===== config.mk =====
export PLATFORM = sky130hd
export DESIGN_NAME = timestamp_ordered_event_queue_unit
export DESIGN_NICKNAME = d
export VERILOG_FILES = /design/src/hdl/toeq_pkg.sv /design/src/hdl/timestamp_ordered_event_queue_unit.sv /design/src/hdl/toeq_cell.sv
export SDC_FILE = /design/constraint.sdc
export NUM_CORES = 2
export LEC_CHECK = 0
export BUFFER_PORTS_ARGS = -buffer_cell sky130_fd_sc_hd__buf_2
export CELL_PAD_IN_SITES_DETAIL_PLACEMENT = 1
export CELL_PAD_IN_SITES_GLOBAL_PLACEMENT = 1
export CORE_ASPECT_RATIO = 1.1
export CORE_MARGIN = 2
export CORE_UTILIZATION = 51
export CTS_BUF_LIST = sky130_fd_sc_hd__clkbuf_16
export CTS_CLUSTER_DIAMETER = 200
export DETAILED_ROUTE_END_ITERATION = 16
export PLACE_DENSITY_LB_ADDON = 0.1
export SLEW_MARGIN = 5
export SYNTH_ARGS = -nofsm -noshare
export SYNTH_HDL_FRONTEND = slang
export SYNTH_SLANG_ARGS = --single-unit

===== constraint.sdc =====
create_clock -name clk -period 15.96 [get_ports clk]
set_input_delay 1.596 -clock clk [delete_from_list [all_inputs] [get_ports clk]]
set_output_delay 1.596 -clock clk [all_outputs]
set_load 0.02 [all_outputs]

===== src/hdl/toeq_pkg.sv =====
// Shared constants and types of the timestamp-ordered event queue.
package toeq_pkg;

  localparam int DEPTH       = 16;
  localparam int MAX_RESULTS = 16;
  localparam int TIME_W      = 48;
  localparam int TAG_W       = 16;
  localparam int DELAY_W     = 32;
  localparam int CNT_W       = $clog2(DEPTH + 1);
  localparam int FIRE_W      = $clog2(MAX_RESULTS + 1);

  localparam logic [TIME_W-1:0] TIME_MAX = {TIME_W{1'b1}};

  localparam logic KIND_ADD     = 1'b0;
  localparam logic KIND_ADVANCE = 1'b1;

  typedef enum logic [1:0] {
    ST_ADDED = 2'd0,
    ST_FIRED = 2'd1,
    ST_FULL  = 2'd2,
    ST_EMPTY = 2'd3
  } status_t;

  typedef enum logic {
    S_IDLE,
    S_FIRE
  } state_t;

  typedef struct packed {
    logic [TIME_W-1:0] tstamp;
    logic [TAG_W-1:0]  tag;
  } entry_t;

  // Broadcast to every cell of the chain.
  typedef struct packed {
    logic              ins;
    logic              pop;
    logic [TIME_W-1:0] ts;
    logic [TAG_W-1:0]  tag;
  } cell_ctl_t;

endpackage


===== src/hdl/timestamp_ordered_event_queue_unit.sv =====
// Timestamp-ordered discrete-event queue, top level.
//
// Keeps up to DEPTH pending events sorted by absolute timestamp in a chain of
// cells. An add word (kind 0) turns its delay into an absolute timestamp,
// current time plus delay saturated at 2^48-1, and slots the event in behind
// every entry due at the same time or earlier, so equal timestamps fire in
// arrival order; the result word carries status added, or queue full when all
// DEPTH cells hold events (the event is then dropped). An advance word (kind 1)
// moves the current time to the earliest timestamp and fires the entries due
// then, oldest first, up to MAX_RESULTS per advance, with last set on the
// final one; an empty queue returns one queue empty word carrying the current
// time. An add, a dropped add and an empty advance each return one result
// word; an advance that fires n events returns n words, one per fired event,
// the chain shifting by one cell as each head leaves. Results pass
// through a single output register; the next input word is taken as soon as
// the last result of the previous one has moved into it and the register is
// free or being drained in the same cycle.
module timestamp_ordered_event_queue_unit (
  input  logic                         clk,
  input  logic                         rst_n,
  input  logic                         in_valid,
  output logic                         in_stall,
  input  logic                         in_kind,
  input  logic [toeq_pkg::DELAY_W-1:0] in_delay,
  input  logic [toeq_pkg::TAG_W-1:0]   in_event_id,
  output logic                         out_valid,
  input  logic                         out_stall,
  output logic [1:0]                   out_status,
  output logic [toeq_pkg::TAG_W-1:0]   out_fired_id,
  output logic [toeq_pkg::TIME_W-1:0]  out_fire_time,
  output logic                         out_last
);
  import toeq_pkg::*;

  // Control state.
  state_t            state_r, state_nxt;
  logic [CNT_W-1:0]  count_r, count_nxt;
  logic [FIRE_W-1:0] fired_r, fired_nxt;
  logic [TIME_W-1:0] cur_time_r, cur_time_nxt;
  logic              out_valid_r, out_valid_nxt;

  // Output word register.
  status_t           out_status_r, out_status_nxt;
  logic [TAG_W-1:0]  out_id_r, out_id_nxt;
  logic [TIME_W-1:0] out_time_r, out_time_nxt;
  logic              out_last_r, out_last_nxt;

  // Chain wiring.
  cell_ctl_t         ctl;
  entry_t            ent   [DEPTH];
  logic              le    [DEPTH];
  logic              in_use[DEPTH];

  logic              out_free;
  logic              in_acc;
  logic [TIME_W:0]   sum;
  logic [TIME_W-1:0] ts;
  logic              full;
  logic              head_same;

  // The output register can take a word when empty or drained this cycle.
  assign out_free = !out_valid_r || !out_stall;
  assign in_stall = (state_r != S_IDLE) || !out_free;
  assign in_acc   = in_valid && !in_stall;

  // Absolute timestamp, clamped at the top of the time range.
  assign sum  = {1'b0, cur_time_r} + (TIME_W+1)'(in_delay);
  assign ts   = sum[TIME_W] ? TIME_MAX : sum[TIME_W-1:0];
  assign full = (count_r == CNT_W'(DEPTH));

  // Does the entry behind the head share its timestamp?
  assign head_same = (count_r >= CNT_W'(2)) && (ent[1].tstamp == ent[0].tstamp);

  genvar gi;
  generate
    for (gi = 0; gi < DEPTH; gi++) begin : g_cell
      entry_t left_ent;
      entry_t right_ent;
      logic   le_prev;

      assign in_use[gi] = (count_r > CNT_W'(gi));

      if (gi == 0) begin : g_head
        assign left_ent = '0;
        assign le_prev  = 1'b1;
      end else begin : g_body
        assign left_ent = ent[gi-1];
        assign le_prev  = le[gi-1];
      end

      if (gi == DEPTH - 1) begin : g_tail
        assign right_ent = '0;
      end else begin : g_inner
        assign right_ent = ent[gi+1];
      end

      toeq_cell u_cell (
        .clk      (clk),
        .ctl      (ctl),
        .in_use   (in_use[gi]),
        .le_prev  (le_prev),
        .left_ent (left_ent),
        .right_ent(right_ent),
        .ent      (ent[gi]),
        .le       (le[gi])
      );
    end
  endgenerate

  always_comb begin
    state_nxt      = state_r;
    count_nxt      = count_r;
    fired_nxt      = fired_r;
    cur_time_nxt   = cur_time_r;
    // Drop the held word once taken.
    out_valid_nxt  = out_valid_r && out_stall;
    out_status_nxt = out_status_r;
    out_id_nxt     = out_id_r;
    out_time_nxt   = out_time_r;
    out_last_nxt   = out_last_r;
    ctl.ins        = 1'b0;
    ctl.pop        = 1'b0;
    ctl.ts         = ts;
    ctl.tag        = in_event_id;

    unique case (state_r)
      S_IDLE: begin
        if (in_acc) begin
          out_valid_nxt = 1'b1;
          out_id_nxt    = '0;
          out_last_nxt  = 1'b1;
          if (in_kind == KIND_ADD) begin
            out_time_nxt = ts;
            if (full) begin
              out_status_nxt = ST_FULL;
            end else begin
              out_status_nxt = ST_ADDED;
              ctl.ins        = 1'b1;
              count_nxt      = count_r + CNT_W'(1);
            end
          end else if (count_r == '0) begin
            out_status_nxt = ST_EMPTY;
            out_time_nxt   = cur_time_r;
          end else begin
            // Move time to the head and fire it straight away.
            cur_time_nxt   = ent[0].tstamp;
            out_status_nxt = ST_FIRED;
            out_id_nxt     = ent[0].tag;
            out_time_nxt   = ent[0].tstamp;
            ctl.pop        = 1'b1;
            count_nxt      = count_r - CNT_W'(1);
            fired_nxt      = FIRE_W'(1);
            out_last_nxt   = !head_same || (fired_nxt == FIRE_W'(MAX_RESULTS));
            if (!out_last_nxt) begin
              state_nxt = S_FIRE;
            end
          end
        end
      end
      S_FIRE: begin
        // Fire the next entry that shares the head time, one per cycle while the output register is free.
        if (out_free) begin
          out_valid_nxt  = 1'b1;
          out_status_nxt = ST_FIRED;
          out_id_nxt     = ent[0].tag;
          out_time_nxt   = ent[0].tstamp;
          ctl.pop        = 1'b1;
          count_nxt      = count_r - CNT_W'(1);
          fired_nxt      = fired_r + FIRE_W'(1);
          out_last_nxt   = !head_same || (fired_nxt == FIRE_W'(MAX_RESULTS));
          if (out_last_nxt) begin
            state_nxt = S_IDLE;
          end
        end
      end
      default: begin
        state_nxt = S_IDLE;
      end
    endcase
  end

  always_ff @(posedge clk) begin
    if (!rst_n) begin
      state_r     <= S_IDLE;
      count_r     <= '0;
      fired_r     <= '0;
      cur_time_r  <= '0;
      out_valid_r <= 1'b0;
    end else begin
      state_r     <= state_nxt;
      count_r     <= count_nxt;
      fired_r     <= fired_nxt;
      cur_time_r  <= cur_time_nxt;
      out_valid_r <= out_valid_nxt;
    end
  end

  always_ff @(posedge clk) begin
    out_status_r <= out_status_nxt;
    out_id_r     <= out_id_nxt;
    out_time_r   <= out_time_nxt;
    out_last_r   <= out_last_nxt;
  end

  assign out_valid     = out_valid_r;
  assign out_status    = out_status_r;
  assign out_fired_id  = out_id_r;
  assign out_fire_time = out_time_r;
  assign out_last      = out_last_r;

endmodule


===== src/hdl/toeq_cell.sv =====
// One slot of the sorted event chain.
module toeq_cell (
  input  logic               clk,
  input  toeq_pkg::cell_ctl_t ctl,
  input  logic               in_use,
  input  logic               le_prev,
  input  toeq_pkg::entry_t   left_ent,
  input  toeq_pkg::entry_t   right_ent,
  output toeq_pkg::entry_t   ent,
  output logic               le
);
  import toeq_pkg::*;

  entry_t ent_r;
  entry_t ent_nxt;

  // Occupied and due no later than the new event: stays put on insert.
  assign le  = in_use && (ent_r.tstamp <= ctl.ts);
  assign ent = ent_r;

  always_comb begin
    ent_nxt = ent_r;
    priority if (ctl.ins) begin
      priority if (le) begin
        ent_nxt = ent_r;
      end else if (le_prev) begin
        ent_nxt.tstamp = ctl.ts;
        ent_nxt.tag    = ctl.tag;
      end else begin
        ent_nxt = left_ent;
      end
    end else if (ctl.pop) begin
      ent_nxt = right_ent;
    end else begin
      ent_nxt = ent_r;
    end
  end

  always_ff @(posedge clk) begin
    ent_r <= ent_nxt;
  end

endmodule


Word-level counts from Yosys, hierarchy flattened

Cells that the tools add are included.

Output and inout bits: 69
Register bits after elaboration: 1151

$add $sub $neg: 4
$lt $le $gt $ge: 33
Reduce and logical (&&, ||, !) cells: 49
Mux-type cells: 114
Bitwise operators: 1
Equality and inequality tests: 25

Operators by type and width:

| cell                                                | count |
|---|---|
| two-way mux 64 bit                                  | 63 |
| less-or-equal comparator 48 bit                     | 16 |
| two-way mux 48 bit                                  | 5 |
| case mux 48 bit (2 select lines)                    | 1 |
| two-way mux 16 bit                                  | 4 |
| adder 48 x 32 -> 49 bit                             | 1 |
| == test 48 bit                                      | 1 |
| two-way mux 5 bit                                   | 9 |
| > comparator 5 x 4 -> 1 bit (second input constant) | 8 |
| inequality test 2 bit (second input constant)       | 19 |
| AND reduction 2 bit                                 | 17 |
| case mux 16 bit (2 select lines)                    | 1 |
| > comparator 5 x 3 -> 1 bit (second input constant) | 4 |
| case mux 5 bit (2 select lines)                     | 2 |
| logical AND 1 bit                                   | 19 |
| two-way mux 1 bit                                   | 18 |
| two-way mux 2 bit                                   | 6 |
| adder 5 x 1 -> 5 bit (second input constant)        | 2 |
| == test 5 bit (second input constant)               | 2 |
| > comparator 5 x 1 -> 1 bit (second input constant) | 2 |
| > comparator 5 x 2 -> 1 bit (second input constant) | 2 |
| case mux 1 bit (2 select lines)                     | 4 |
| AND reduction 4 bit                                 | 2 |
| inequality test 3 bit (second input constant)       | 2 |
| other kinds (10)                                    | 16 |

Depth between registers and ports, before layout

Word-level depth: 10
Mapped depth: 27
Mapped depth without buffers: 22

Modules after synthesis

From an unflattened synthesis, not the netlist that was laid out.

Cells, all modules: 8278
Area, all modules: 80636.1 sq um

By module, submodules not included:

| module                             | seq. area each (sq um) | times used | cells each | area each (sq um) |
|---|---|---|---|---|
| toeq_cell                          | 1921.8                 | 16         | 454        | 4491.8 |
| timestamp_ordered_event_queue_unit | 3213.1                 | 1          | 1014       | 8767.2 |

Least setup slack after synthesis

Ideal clock, no wire load.

Kind: input to register
Start: input port in_delay[16] (netlist bit)
End: register g_cell[14].u_cell.ent_r (netlist bit g_cell[14].u_cell.ent[0]) (enable)
Slack: 4.211 ns
Stages: 23
Data arrival time: 11.175 ns
Setup time: 0.574 ns
Cell sequence: ha_1 -> clkbuf_2 -> nand4_1 -> nor4_1 -> a32o_1 -> a2111oi_0 -> o41a_1 -> nor4_1 -> xor2_1 -> nor2_1 -> clkbuf_1 -> ha_1 -> nand4_1 -> or3_1 -> nor4_1 -> o21ai_0 -> o211a_1 -> o21ai_0 -> o21ai_0 -> clkbuf_1 -> clkbuf_1 -> clkbuf_1 -> o21ai_0

Word-level cells in the longest chain between the ends: 6

Ends and longest elaborated chain:

| item                            | line                                     | source |
|---|---|---|
| from (decl)                     | timestamp_ordered_event_queue_unit.sv:24 | `input logic [toeq_pkg::DELAY_W-1:0] in_delay,` |
| adder 48 x 32 -> 49 bit         | timestamp_ordered_event_queue_unit.sv:67 | `assign sum = {1'b0, cur_time_r} + (TIME_W+1)'(in_delay);` |
| two-way mux 48 bit              | timestamp_ordered_event_queue_unit.sv:68 | `assign ts = sum[TIME_W] ? TIME_MAX : sum[TIME_W-1:0];` |
| less-or-equal comparator 48 bit | toeq_cell.sv:18                          | `assign le = in_use && (ent_r.tstamp <= ctl.ts);` |
| logical AND 1 bit               | toeq_cell.sv:18                          |  |
| inequality test 2 bit (no line) | --                                       |  |
| AND reduction 2 bit (no line)   | --                                       |  |
| to (signal assigned)            | toeq_cell.sv:40                          | `ent_r <= ent_nxt;` |
| to (decl)                       | toeq_cell.sv:14                          | `entry_t ent_r;` |

No other way between the ends.
A chain may end at the register's enable or synchronous reset.

Final worst setup path

Start: input port in_delay[0] (netlist bit)
End: register g_cell[5].u_cell.ent_r (netlist bit g_cell[5].u_cell.ent[0]) (enable)

Word-level cells in the longest chain between the ends: 6

Ends and longest elaborated chain:

| item                            | line |
|---|---|
| adder 48 x 32 -> 49 bit         | timestamp_ordered_event_queue_unit.sv:67 |
| two-way mux 48 bit              | timestamp_ordered_event_queue_unit.sv:68 |
| less-or-equal comparator 48 bit | toeq_cell.sv:18 |
| logical AND 1 bit               | toeq_cell.sv:18 |
| inequality test 2 bit (no line) | -- |
| AND reduction 2 bit (no line)   | -- |
| to (signal assigned)            | toeq_cell.sv:40 |
| to (decl)                       | toeq_cell.sv:14 |

No other way between the ends.

==> results by group <==
STA
  • FMAX: 102 MHz
  • Layout Skew: 23.9 ps
  • Setup TNS: 0 ps
  • Minimum clock period: 9800 ps
  • Final period util: 0.614
  • Worst rel slew slack: 0.146
  • Final setup fails: 0
  • RSZ-0062 raised after global routing: false
  • Slew Viols, Final: 0
  • Least-Margin Pin Slew: 1250 ps
  • Final Hold Viols: 0
  • Hold slack final: 500 ps

Clock tree
  • TritonCTS Buffers: 139
  • CTS tree: built
  • Clk Tree Root Cell: clkbuf_16
  • H-tree depth: 4
  • Post-cts resize count: 0
  • Hold-fix buffers at CTS: 0
  • Worst-case clock buffer depth: 3
  • Clock latency at the later pin of the worst-skew pair: 800 ps
  • Clk slew on worst S/H paths: 60 ps
  • Post-CTS setup buffer count: 0
  • Clock sinks: 1151

Setup path
  • CP arrival: 10080 ps
  • Kind of critical path: in -> reg
  • Worst-path fanout max: 77
  • Startpoint Class: input pin
  • Required time of the worst setup path: 16240 ps
  • Reg2reg path depth: 23
  • Setup crit end kind: flip-flop

Floorplan
  • Die Y: 406 um
  • Core Rows: 147
  • Area of the core: 0.146 mm^2
  • Initial core utilization: 0.514
  • Chip Width: 369 um
  • Ports: 122
  • Die area: 0.150 mm^2

Placement
  • Final GP Congestion: 0.977
  • IO buf count: 121
  • Cell area after placement: 0.0776 mm^2
  • Detailed Place HPWL: 182000 um
  • Dpl cells: 9274

Routing
  • Drt drc: 0
  • TritonRoute pass-1 iters: 6
  • Routed length per placed instance: 26.8 um
  • Post-route ant nets: 0
  • Via count: 62200
  • Via-per-instance ratio: 6.54
  • Initial DRC Count: 5839
  • Drt total wl: 255000 um

Worst hold path
  • Worst hold path depth: 2
  • Worst min path class: reg -> reg

Final layout
  • Final Cell Area: 0.0819 mm^2
  • Synth-to-Final Area Change: 9.39%
  • Layout cell share with drive strength beyond 1: 0.0706
  • Nets: 8338
  • Layout Cells excl Fill: 9524
  • Diodes inserted: 0
  • Post-route core utilization: 0.562

Synthesis
  • Most frequent cell after synthesis: nand2_1
  • Commonest cells in the netlist: nand2_1, edfxtp_1, ha_1, o21ai_0, a21oi_1
  • Post-synth net total: 8431
  • Share of flip-flops with an asynchronous set or reset: 0
  • Synthesized flop and latch total: 1151
  • Synth area leaders: edfxtp_1, ha_1, nand2_1
  • Post-synth top flop: edfxtp_1
  • Post-Syn Area per Cell: 9.89 um^2
  • Dominant cell type by area after synthesis: edfxtp_1
  • Synth unique cells: 78
  • Post-synthesis sequential area ratio: 0.453
  • Top-area cell type share of the netlist area: 0.437
  • Post-Syn Area: 0.0749 mm^2
  • EDFF count, synth: 1091
  • Yosys Warn Count: 0
  • Mapped Cells: 7571

Pwr
  • Peak supply drop: 104 uV
  • Pwr dens: 130 mW/mm^2
  • Pleak: 32.6 nW

Global routing
  • First-pass GRT wire length: 389000 um
  • GRT Total Usage: 0.335
  • Largest net degree at the start of global routing: 272
  • Number of global-route vias before repair: 64300
  • Initial antenna violation count: 3
  • GRT Residual Overflow: 0

Status
  • Outcome: finished, final reports clean

Flow run
  • Max-Cap Viols: 0
-- final cells by class --
cell class	count	area, um^2
timing repair buffer	267	1760
multi-input combinational	5832	39200
inverter	87	327
fill	16000	63900
sequential	1151	34000
clock inverter	109	766
clock buffer	141	3530
tap	1937	2420
-- cell usage in the layout, fill, tap and decap left out, types with 12 or more instances in the layout --
cell	count
o221ai_1	30
edfxtp_1	1091
nor2b_1	39
nor2_1	227
clkbuf_16	141
a221o_1	16
and3_1	113
nand3_1	357
xnor2_1	50
buf_2	121
o21ai_0	766
nand2_1	1227
nand4_1	179
a2111oi_0	36
a21oi_1	588
a21boi_0	53
o311ai_0	103
inv_1	109
o22ai_1	29
mux2i_1	370
and4_1	19
a21o_1	166
xor2_1	39
clkinv_2	23
a2bb2oi_1	37
nor4_1	27
clkinv_1	40
o211ai_1	209
buf_4	141
dfxtp_1	60
a211oi_1	57
and2_1	31
nor3_1	46
ha_1	806
nand2_4	12
-- power breakdown --
group | switching, mW | internal, mW | total, mW
Sequential | 0.395 | 3.98 | 4.38
Combinational | 2.13 | 1.08 | 3.22
Clock | 1.36 | 1.72 | 3.08
Total | 3.89 | 6.79 | 10.7
-- registers in the layout, indices dropped and copies added, names as in the netlist --
name,cells
state_r,1
out_fired_id,16
out_last,1
out_status,2
cur_time_r,48
fired_r,5
out_valid,1
count_r,5
g_cell.u_cell.ent,1024
out_fire_time,48
-- per-layer routing --
metal / routed length [um] / part of all wire / track usage / up-vias
met5: 15 / 0.000059 / 0 / -
met1: 108000 / 0.42 / 0.437 / 31300
met2: 121000 / 0.47 / 0.554 / 1899
met3: 13200 / 0.052 / 0.0398 / 482
met4: 12900 / 0.051 / 0.165 / 2
li1: - / - / - / 28600
-- final timing paths --
| path | startpoint | endpoint | slack (ps) |
|---|---|---|---|
| worst max register to register | cur_time_r[0]$_SDFFE_PN0P_ | g_cell[5].u_cell.ent[0]$_DFFE_PP_ | 6750 |
| worst min-delay path | cur_time_r[4]$_SDFFE_PN0P_ | cur_time_r[4]$_SDFFE_PN0P_ | 500 |
| worst min register to register | cur_time_r[4]$_SDFFE_PN0P_ | cur_time_r[4]$_SDFFE_PN0P_ | 500 |
| worst max-delay path | in_delay[0] | g_cell[5].u_cell.ent[0]$_DFFE_PP_ | 6160 |
-- critical path, stage by stage --
cell	delay [ps]
buf_2	110
ha_1	210
fa_1	450
a211oi_1	290
o211ai_1	190
nand3_1	210
a21o_1	220
nand2_1	290
nand2_2	130
buf_4	450
buf_4	620
nand2_1	490
inv_1	750
ha_1	380
a21o_1	180
nand3_1	70
a21oi_1	60
a2111oi_0	630
o211ai_1	170
a2111oi_0	700
o21ai_4	360
buf_4	500
nand2_1	250
nand2_4	590
-- through the flow --
step	total power [mW]	worst slack [ps]
4_1_cts	10.7	6310
5_1_grt	11.2	5770
3_5_place_dp	7.58	5480
3_3_place_gp	7.39	5420
6_report	10.7	6160
2_1_floorplan	6.37	4210
-- cells by family after synthesis --
| family | Yosys count | share of synthesized area |
|---|---|---|
| buf+inv | 588 | 0.0298 |
| mux | 372 | 0.0497 |
| compound gates | 2210 | 0.181 |
| simple gates | 2354 | 0.141 |
| fa+ha+maj | 807 | 0.135 |
| xor+xnor | 89 | 0.0104 |
| flops | 1151 | 0.453 |
Power figures use the tool's default switching activity.
